`src/rtl/fupa_pkg.sv`:
```
// fupa_pkg: shared types, codes and helpers of the fixed unit pool allocator
// no dependencies; used by fupa_cell and fixed_unit_pool_allocator_unit
`default_nettype none

package fupa_pkg;

    // what a recency cell does on the next clock
    typedef enum logic [1:0] {
        CELL_HOLD,
        CELL_LEFT,
        CELL_RIGHT,
        CELL_LOAD
    } t_cell_op;

    // result status codes
    typedef enum logic [1:0] {
        ST_ALLOCATED = 2'd0,
        ST_FREED     = 2'd1,
        ST_NO_BLOCKS = 2'd2,
        ST_IGNORED   = 2'd3
    } t_status;

    // configuration register indexes
    localparam logic CFG_UNITS_PER_BLOCK = 1'b0;
    localparam logic CFG_UNIT_BYTES      = 1'b1;

    localparam int CFG_WIDTH  = 13;
    localparam int SIZE_WIDTH = 14;

    // unit size rounded to 2, 4 or a multiple of 4
    function automatic logic [SIZE_WIDTH-1:0] round_size(input logic [CFG_WIDTH-1:0] req);
        logic [SIZE_WIDTH-1:0] sum;
        begin
            sum = {1'b0, req} + SIZE_WIDTH'(3);
            if (req <= CFG_WIDTH'(2)) begin
                round_size = SIZE_WIDTH'(2);
            end else if (req <= CFG_WIDTH'(4)) begin
                round_size = SIZE_WIDTH'(4);
            end else begin
                round_size = {sum[SIZE_WIDTH-1:2], 2'b00};
            end
        end
    endfunction

endpackage

`default_nettype wire

```
`src/rtl/fupa_cell.sv`:
```
// fupa_cell: one place of the recency order, holding one open block's header
// depends on fupa_pkg for the cell operation codes
`default_nettype none

module fupa_cell #(
    parameter int EW = 8
) (
    input  wire logic             i_clk,
    input  wire logic             i_rst_n,
    input  wire fupa_pkg::t_cell_op i_op,
    input  wire logic [EW-1:0]    i_left,
    input  wire logic [EW-1:0]    i_right,
    input  wire logic [EW-1:0]    i_load,
    output logic      [EW-1:0]    o_entry
);
    import fupa_pkg::*;

    logic          r_vld;
    logic [EW-2:0] r_data;

    // valid bit is control state and is cleared by reset
    always_ff @(posedge i_clk) begin
        if (!i_rst_n) begin
            r_vld <= 1'b0;
        end else begin
            unique case (i_op)
                CELL_HOLD:  r_vld <= r_vld;
                CELL_LEFT:  r_vld <= i_left[EW-1];
                CELL_RIGHT: r_vld <= i_right[EW-1];
                CELL_LOAD:  r_vld <= i_load[EW-1];
                default:    r_vld <= r_vld;
            endcase
        end
    end

    // block header payload moves with its valid bit
    always_ff @(posedge i_clk) begin
        unique case (i_op)
            CELL_HOLD:  r_data <= r_data;
            CELL_LEFT:  r_data <= i_left[EW-2:0];
            CELL_RIGHT: r_data <= i_right[EW-2:0];
            CELL_LOAD:  r_data <= i_load[EW-2:0];
            default:    r_data <= r_data;
        endcase
    end

    assign o_entry = {r_vld, r_data};

endmodule

`default_nettype wire

```
`config.mk`:
```
export PLATFORM = sky130hd
export DESIGN_NAME = fupa_cell
export DESIGN_NICKNAME = d
export VERILOG_FILES = /design/src/rtl/fupa_pkg.sv /design/src/rtl/fupa_cell.sv
export SDC_FILE = /design/constraint.sdc
export NUM_CORES = 1
export LEC_CHECK = 0
export BUFFER_PORTS_ARGS = -buffer_cell sky130_fd_sc_hd__buf_2
export CAP_MARGIN = 20
export CORE_AREA = 2 2 39 41
export CTS_CLUSTER_DIAMETER = 50
export DETAILED_ROUTE_END_ITERATION = 16
export DIE_AREA = 0 0 41 43
export GPL_TIMING_DRIVEN = 0
export HOLD_SLACK_MARGIN = 0.08
export PLACE_DENSITY = 0.75
export SLEW_MARGIN = 0
export SYNTH_ARGS = -nofsm -noshare
export SYNTH_HDL_FRONTEND = slang
export SYNTH_SLANG_ARGS = --single-unit
```
`constraint.sdc`:
```
create_clock -name i_clk -period 1.54 [get_ports i_clk]
set_input_delay 0.231 -clock i_clk [delete_from_list [all_inputs] [get_ports i_clk]]
set_output_delay 0.231 -clock i_clk [all_outputs]
set_load 0.005 [all_outputs]
```
After elaboration in Yosys (flattened, before gate mapping):

Cells that the tools add are included.

* input port bits: 28
* output and inout port bits: 8
* latch bits: 0
* word-level logic and storage cells: 8
* RAM bits: 0
* memories: 0
* register bits after elaboration: 8
* memory bits (read-only): 0

* bitwise operators: 0
* magnitude comparators: 0
* muxes and demuxes: 2
* shift operators: 0
* multiply operators: 0
* eq/ne operators: 3
* divide/modulo/power cells: 0
* reduce and logical (&&, ||, !) cells: 1
* $add $sub $neg: 0

Operators with widths (number)
* $pmux 7 s3: 1
* $eq 2x2->1 const B: 2
* $pmux 1 s3: 1
* $eq 2x1->1 const B: 1
* $logic_not 2->1: 1

Longest topological paths before layout:

Gate-level depths: netlist of run 1.

* depth after elaboration: 2
* mapped depth: 4
* depth with buffers taken out: 2

Least setup slack after synthesis of run 1:

OpenSTA, ideal clock, no wires.

* path type: input-to-reg
* start: input port i_op[1]
* end: register r_vld
* library setup time: 0.115 ns
* data required time: 1.425 ns
* stages on the path: 3
* buffers on the path: 1
* slack: 0.480 ns
* arrival: 0.945 ns
* cell sequence: buf_6 mux4_2 and2_1

* longest elaborated chain between the ends: 2
* elaborated cells on any way between the ends: 5
* classes of those cells: eq/ne: 3; mux: 1; reduce/logical: 1

RTL lines
* start, declared: line fupa_cell.sv:10 `input wire fupa_pkg::t_cell_op i_op,`
* $eq 2x2->1 / $eq 2x1->1 (equally long branches): line fupa_cell.sv:26 `unique case (i_op)`
* $pmux 1 s3: line fupa_cell.sv:26
* end signal, assigned: line fupa_cell.sv:27 `CELL_HOLD: r_vld <= r_vld;`
* end signal, assigned: line fupa_cell.sv:28 `CELL_LEFT: r_vld <= i_left[EW-1];`
* end signal, assigned: line fupa_cell.sv:29 `CELL_RIGHT: r_vld <= i_right[EW-1];`
* end, declared: line fupa_cell.sv:18 `logic r_vld;`

Parallel ways exist; a longest one is shown, timed or not.
A chain may end at the register's enable or synchronous reset.

Worst setup path in the final report of run 1:

* start: register r_vld
* end: output port o_entry[7]

RTL lines
* end, declared: line fupa_cell.sv:14 `output logic [EW-1:0] o_entry`

No word-level cell between the ends.

==> results of run 1 <==
state kept, by name (all words and copies together), names as in the netlist:
name    cells
r_vld       1
r_data      7
layout make-up:
class	count	area, sq um
fill	137	748
sequential	8	230
timing repair buffer	33	165
buffer	4	27.5
clock buffer	4	26.3
tap	16	20.0
multi-input combinational	24	166
synthesized netlist by cell type, drive strengths merged:
library cell and count:
a21oi 7, edfxtp 7, mux2i 7, nor2 7, buf 3, and2 1
clkbuf 1, dfxtp 1, mux4 1, or2 1
power by group through the flow:
stage	Clock [W]	Sequential [W]	Combinational [W]
after CTS	0.000177	0.000269	0.000110
final	0.000173	0.000269	0.000109
after global placement	0	0.000273	0.000107
after detailed placement	0	0.000274	0.000109
after global routing	0.000187	0.000271	0.000121
after floorplan	0	0.000278	0.0000474
per-layer routing:
layer	global-route usage, %	vias to the layer above	wire length [um]
li1	-	204	-
met5	0	-	0
met2	17.2	13	430
met4	8.00	0	27
met3	3.14	5	80
met1	9.43	172	323
through the flow:
| stage | area (sq um) | util [%] |
|---|---|---|
| 3_5_place_dp | 609 | 44.0 |
| 6_report | 636 | 45.9 |
| 5_1_grt | 636 | 45.9 |
| 4_1_cts | 636 | 45.9 |
| 3_3_place_gp | 609 | 44.0 |
| 2_1_floorplan | 424 | - |
final timing paths:
| check | slack [ps] | cells after the start | to | start |
|---|---|---|---|---|
| setup reg to reg | 540 | 2 | r_vld | r_vld |
| hold / removal | 170 | 2 | r_vld | i_rst_n |
| setup / recovery | 510 | 2 | o_entry[7] | r_vld |
| hold reg to reg | 680 | 2 | r_vld | r_vld |
logic make-up (layout without fill, tap and decap cells):
group / count (synthesis) / in the layout / share of synthesized area [%]
buffers and inverters: 4 / 41 / 6.49
AND/OR/NAND/NOR: 9 / 9 / 9.15
AO/OA/AOI/OAI: 7 / 7 / 8.26
flip-flops: 8 / 8 / 54.3
multiplexers: 8 / 8 / 21.8
==> out/qor.csv, run 1 <==
metric,value,unit
status,"finished, final reports clean",
CP Capture Type,primary output,
RSZ-0062 raised after global routing,no,
crit path buf inv count,2,
vias in the first global route,337,
highest-count cells in the layout ignoring fill and taps,"34 x buf_2, 7 x mux2i_1, 7 x nor2_1, 7 x a21oi_1, 7 x edfxtp_1",
required time of the critical path,1310,ps
sw power,0.000122,W
Peak VDD IR,303,uV
Initial Util,30.7,%
Final WS setup,514,ps
CTS tree,yes,
Max-Cap Viols,0,
clk buf depth,2,
latest clock arrival within the worst-skew pair,260,ps
share of layout cells above drive strength 1,56.2,%
antenna diode count,0,
first-pass GRT wire length,1.18,mm
CTS clock-pin slew for the worst setup and hold paths,60,ps
largest net degree at the start of global routing,11,
Syn Area/Cell,11.8,sq um
fin cells,89,
register area share after synthesis,54.3,%
P_int,0.000428,W
Setup WS pre-CTS,460,ps
dpl hpwl,699,um
measured slew at the worst slew-check pin,398,ps
DR vias/cell,4.43,
I/O pin count,36,
final hold vios,0,
"delay-heaviest family, CP",flip-flops,
Cell Rows,14,
Routability Congestion,0.666,
power density cells,865,mW/mm^2
die area,0.00176,sq mm
initial antenna violation count,0,
Clk pwr share,31.4,%
Synth area leader,edfxtp_1,
Post-Syn Nets,64,
core area,0.00138,sq mm
post-route ant nets,0,
number of buffers created by CTS,3,
Mapped Area,424,sq um
synthesized flop and latch total,8,
logic gate share of total power,19.7,%
Vias,394,
Synth Instances,36,
fin crit period,1030,ps
CP Class,reg2out,
Hold Path Class,in2reg,
total gr overflow,0,
top cell type's share of synthesized area,49.6,%
post-CTS sizing,0,
Setup crit start kind,register,
arrival time worst endpoint,800,ps
Root Buffer,clkbuf_4,
Crit Path Max Fanout,2,
die width,41,um
htree depth,1,
slowest library cell on the worst path,dfxtp_1,
DRC Markers,0,
CTS Hold Bufs,0,
Worst Skew,0,ps
Critical Path Max Stage Delay,310,ps
Clock Sinks,8,
port buffer count,33,
Routed WL,862,um
GRT Util Overall,10.3,%
"Distinct cells, synth",12,
die height,43,um
P_leak,0.316,nW
YS warnings,0,
total power,0.000550,W
Fmax,975,MHz
DR pass1 iterations,4,
Area Overhead vs Synth,49.9,%
Reg power frac,48.9,%
Avg WL per Cell,9.69,um
Slew Limit Fails,0,
final hold slack,174,ps
synth top area cells,"edfxtp_1 50%, mux2i_1 17%, a21oi_1 8.3%",
setup TNS,0,ps
Nets,102,
placed cells,85,
Max-slew headroom,73.5,%
switching share of total power,22.2,%
Final Setup Violations,0,
"commonest non-fill, non-tap cell in the layout",buf_2,
postcts setup bufs,0,
fin crit share,66.6,%
crit-path cells,buf_4 > buf_2,
Detailed Route Iter0 Violations,3,
Note: power is estimated with default switching activity, not from simulation.
==> run 2: changes to the inputs <==
==> constraint.sdc (replaced) <==
create_clock -name i_clk -period 1 [get_ports i_clk]
set_input_delay 0.15 -clock i_clk [delete_from_list [all_inputs] [get_ports i_clk]]
set_output_delay 0.15 -clock i_clk [all_outputs]
set_load 0.005 [all_outputs]
==> run 2 against run 1 <==
  * Hold slack got worse by 77 ps
  * Utilization rose by 0.090 points
  * Clock skew did not move
  * Die area unchanged
  * Cell count is the same
  * Largest cell class unchanged
  * Critical path type is now reg2reg
  * Routed wire length stayed put
  * Count of clock-buffer cells in the layout unchanged
  * Critical path depth unchanged
==> out/qor.csv, run 2 (synthesis gave the netlist of run 1 again) <==
metric,value,unit
status,"finished, final reports clean",
RSZ-0062 raised after global routing,yes,
Worst Hold Path EP,r_vld,
clk buf depth,2,
Crit Path Max Fanout,2,
fin crit share,98.8,%
sw power,0.000189,W
placed cells,85,
Max-Cap Viols,0,
Detailed Route Iter0 Violations,3,
power density cells,1330,mW/mm^2
fin cells,89,
DRC Markers,0,
Cell Rows,14,
P_leak,0.317,nW
Root Buffer,clkbuf_4,
logic gate share of total power,19.7,%
Vias,392,
Setup WS pre-CTS,1.06,ps
Critical Path Max Stage Delay,430,ps
Max-slew headroom,73.5,%
switching share of total power,22.3,%
Final WS setup,12.0,ps
dpl hpwl,699,um
Routed WL,862,um
Reg power frac,48.9,%
Slew Limit Fails,0,
Hold Path Depth,2,
largest net degree at the start of global routing,11,
vias in the first global route,337,
Routability Congestion,0.666,
Peak VDD IR,468,uV
crit path buf inv count,0,
Initial Util,30.7,%
RR Endpoint,r_vld,
first-pass GRT wire length,1.18,mm
fin crit period,988,ps
Final Setup Violations,0,
DR pass1 iterations,4,
number of buffers created by CTS,3,
"commonest non-fill, non-tap cell in the layout",buf_2,
post-route ant nets,0,
DR vias/cell,4.40,
required time of the critical path,1150,ps
die height,43,um
total power,0.000849,W
share of layout cells above drive strength 1,57.5,%
Biggest register,r_data,
total gr overflow,0,
CP Capture Type,register,
fillers,137,
Worst Skew,0,ps
GRT Util Overall,10.3,%
Area Overhead vs Synth,50.1,%
CTS tree,yes,
final hold vios,0,
"delay-heaviest family, CP",multiplexers,
latest clock arrival within the worst-skew pair,260,ps
Setup crit start kind,register,
htree depth,1,
CTS clock-pin slew for the worst setup and hold paths,60,ps
Nets,102,
crit-path cells,mux4_2 > and2_1,
port buffer count,33,
Hold Path Class,in2reg,
core area,0.00138,sq mm
slowest library cell on the worst path,mux4_2,
P_int,0.000659,W
die width,41,um
highest-count cells in the layout ignoring fill and taps,"34 x buf_2, 7 x mux2i_1, 7 x nor2_1, 7 x a21oi_1, 7 x edfxtp_1",
arrival time worst endpoint,1140,ps
die area,0.00176,sq mm
antenna diode count,0,
I/O pin count,36,
Reg2Reg Depth,2,
min-delay src,i_rst_n,
measured slew at the worst slew-check pin,398,ps
flop-to-flop setup slack,10,ps
Avg WL per Cell,9.69,um
Clock Sinks,8,
Regs by FF count,"r_data x7, r_vld x1",
CTS Hold Bufs,0,
Clk pwr share,31.4,%
R2R Path Start,r_vld,
initial antenna violation count,0,
Fmax,1010,MHz
Largest register FFs,7,
CP Class,reg2reg,
run 2: routing by layer:
layer	global-route usage [%]	vias up	routed length, um
met5	0	-	0
li1	-	204	-
met3	3.14	5	80
met2	17.2	13	432
met4	8.00	0	27
met1	9.43	170	322
run 2: worst max-delay path by stage:
stage | from | end | slack [ps] | cells past startpoint
6_report | r_vld | r_vld | 10 | 2
5_1_grt | r_vld | r_vld | -20 | 2
4_1_cts | r_vld | r_vld | 7 | 2
3_5_place_dp | i_op[1] | r_vld | 1 | 3
3_3_place_gp | i_op[1] | r_vld | 7 | 3
2_1_floorplan | i_op[1] | r_vld | 20 | 3
run 2: repair_timing:
action | 4_1_cts | 5_1_grt
cloned | 0 | 0
pin swaps | 1 | 0
resized for setup | 1 | 0
setup buffers | 0 | 0
endpoints found under the setup margin | 1 | 1
run 2: worst reg2reg max path: stages (launching register included):
cell and delay (ps):
dfxtp_2 310, mux4_2 430, and2_1 140
run 2: cell type report:
class	instances	area (sq um)	share of cell area, %
buffer	4	27.5	4.32
clock buffer	4	26.3	4.13
multi-input combinational	24	166	26.1
sequential	8	231	36.3
tap	16	20.0	3.14
timing repair buffer	33	165	25.9
run 2: power by group through the flow:
stage	sequential (W)	combinational (W)	clock [W]
finish	0.000415	0.000167	0.000267
global route	0.000418	0.000187	0.000288
CTS	0.000415	0.000169	0.000273
detailed placement	0.000421	0.000169	0
global placement	0.000421	0.000165	0
floorplan	0.000428	0.0000730	0
run 2: per-stage QoR:
step           hold WS [ps]  setup TNS, ps  util, %  instance area (sq um)
2_1_floorplan           272              0        -                    424
3_3_place_gp            351              0     44.0                    609
3_5_place_dp            357              0     44.0                    609
4_1_cts                95.1              0     46.0                    637
5_1_grt                97.2          -18.3     46.0                    637
6_report               97.6              0     46.0                    637
==> run 3: changes to the inputs <==
--- a/config.mk
+++ b/config.mk
@@ -13,7 +13,7 @@
 export DIE_AREA = 0 0 41 43
 export GPL_TIMING_DRIVEN = 0
 export HOLD_SLACK_MARGIN = 0.08
-export PLACE_DENSITY = 0.75
+export PLACE_DENSITY_LB_ADDON = 0.3
 export SLEW_MARGIN = 0
 export SYNTH_ARGS = -nofsm -noshare
 export SYNTH_HDL_FRONTEND = slang
==> run 3 against run 2 <==
  * The run now ends with negative setup slack left
  * Routed wire length decreased by 5.3%
  * Sequential share of layout area down 0.27 points
  * Setup slack worse by 12 ps
  * Clock skew unchanged
  * Sequential power hardly changed
  * Critical path type unchanged
  * Largest cell class unchanged
==> out/qor.csv, run 3 (synthesis gave the netlist of run 1 again) <==
metric,value,unit
Critical Path Start,r_vld,
crit path buf inv count,0,
DRC Markers,0,
Initial Util,30.7,%
Peak VDD IR,546,uV
Final WS setup,-0.501,ps
Clock Sinks,8,
Worst Skew,0,ps
highest-count cells in the layout ignoring fill and taps,"34 x buf_2, 7 x mux2i_1, 7 x nor2_1, 7 x a21oi_1, 7 x edfxtp_1",
Fmax,999,MHz
Cell Rows,14,
Detailed Route Iter0 Violations,5,
die width,41,um
Setup WS pre-CTS,-11.5,ps
Regs by FF count,"r_data x7, r_vld x1",
first-pass GRT wire length,1.32,mm
Crit Path Max Fanout,2,
Placed Area,609,sq um
dpl hpwl,710,um
core area,0.00138,sq mm
"commonest non-fill, non-tap cell in the layout",buf_2,
Final Setup Violations,1,
CP Class,reg2reg,
Critical Path Max Stage Delay,450,ps
DR pass1 iterations,4,
GRT Util Overall,11.4,%
"delay-heaviest family, CP",multiplexers,
number of buffers created by CTS,3,
measured slew at the worst slew-check pin,360,ps
power density cells,1310,mW/mm^2
I/O pin count,36,
fin crit period,1000,ps
status,finished with violations,
htree depth,1,
die area,0.00176,sq mm
largest net degree at the start of global routing,11,
Nets,102,
placed cells,85,
CTS clock-pin slew for the worst setup and hold paths,50,ps
vias in the first global route,334,
global route hottest layer,met1,
crit path to,r_vld,
final hold slack,129,ps
Root Buffer,clkbuf_4,
failing checks,negative setup slack,
Routability Congestion,0.674,
met1 track demand over resource,15.5,%
total gr overflow,0,
die height,43,um
Max-slew headroom,76.0,%
arrival time worst endpoint,1140,ps
Largest register FFs,7,
fin cells,89,
critical path depth,2,
Max-Cap Viols,0,
post-route ant nets,0,
fillers,141,
latest clock arrival within the worst-skew pair,240,ps
antenna diode count,0,
share of layout cells above drive strength 1,57.5,%
Routed WL,816,um
initial antenna violation count,0,
RSZ-0062 raised after global routing,yes,
fin area,638,sq um
M2 GR Usage,14.7,%
Setup crit start kind,register,
R2R Path Start,r_vld,
flop-to-flop setup slack,-0.5,ps
Final Core Density,46.1,%
min-delay src,i_rst_n,
Biggest register,r_data,
Avg WL per Cell,9.17,um
Slew Limit Fails,0,
port buffer count,33,
Area Overhead vs Synth,50.4,%
Reg2Reg Depth,2,
required time of the critical path,1140,ps
DR vias/cell,4.36,
clk buf depth,2,
Vias,388,
P_leak,0.318,nW
fin crit share,100,%
final hold vios,0,
met3 Track Usage GR,2.09,%
CTS tree,yes,
RR Endpoint,r_vld,
CTS Hold Bufs,0,
CP Capture Type,register,
crit-path cells,mux4_2 > and2_4,
slowest library cell on the worst path,mux4_2,
Hold Path Class,in2reg,
run 3: cell count changes in the layout (fill, tap and decap cells not counted):
cell and delta:
dfxtp_1 +1, and2_4 +1, and2_1 -1, dfxtp_2 -1
run 3: routing by layer:
metal / vias to the layer above / part of all wire [%]
li1: 205 / -
met1: 157 / 41
met2: 24 / 45
met3: 2 / 12
met4: 0 / 2.3
met5: - / 0
run 3: area by class of cell:
class,instances,area (sq um),area share (%)
flip-flops and latches,8,230,36.1
multi-input cells,24,169,26.5
repair buffers,33,165,25.9
plain buffers,4,27.5,4.31
clock buffers,4,26.3,4.12
well taps,16,20.0,3.14
run 3: power breakdown:
part	internal (W)	total, W	switching (W)	leakage (nW)
Sequential	0.000407	0.000415	0.00000797	0.0788
Combinational	0.000102	0.000170	0.0000687	0.224
Clock	0.000152	0.000251	0.0000996	0.0150
Total	0.000660	0.000837	0.000176	0.318
run 3: how the worst min path moves through the flow:
stage / cells past startpoint / end / slack (ps)
after floorplan: 1 / r_vld / 270
after global placement: 2 / r_vld / 350
after detailed placement: 2 / r_vld / 350
after CTS: 2 / r_vld / 110
after global routing: 2 / r_vld / 130
final: 2 / r_vld / 130
run 3: repair_timing:
action / in CTS / in global routing
endpoints found under the setup margin: 1 / 1
buffers inserted: 0 / 0
gates resized for setup: 0 / 1
pin swaps: 1 / 0
run 3: worst reg2reg max path, delay by kind of cell, from the launching register on:
| family | cells | cell delay, ps |
|---|---|---|
| AND/OR/NAND/NOR | 1 | 140 |
| multiplexers | 1 | 450 |
| flip-flops | 1 | 310 |
run 3: per-stage QoR:
| stage | power, W | TNS [ps] |
|---|---|---|
| 2_1_floorplan | 0.000501 | 0 |
| 3_3_place_gp | 0.000588 | 0 |
| 3_5_place_dp | 0.000592 | -11.5 |
| 4_1_cts | 0.000843 | -1.57 |
| 5_1_grt | 0.000885 | -42.9 |
| 6_report | 0.000837 | -0.501 |
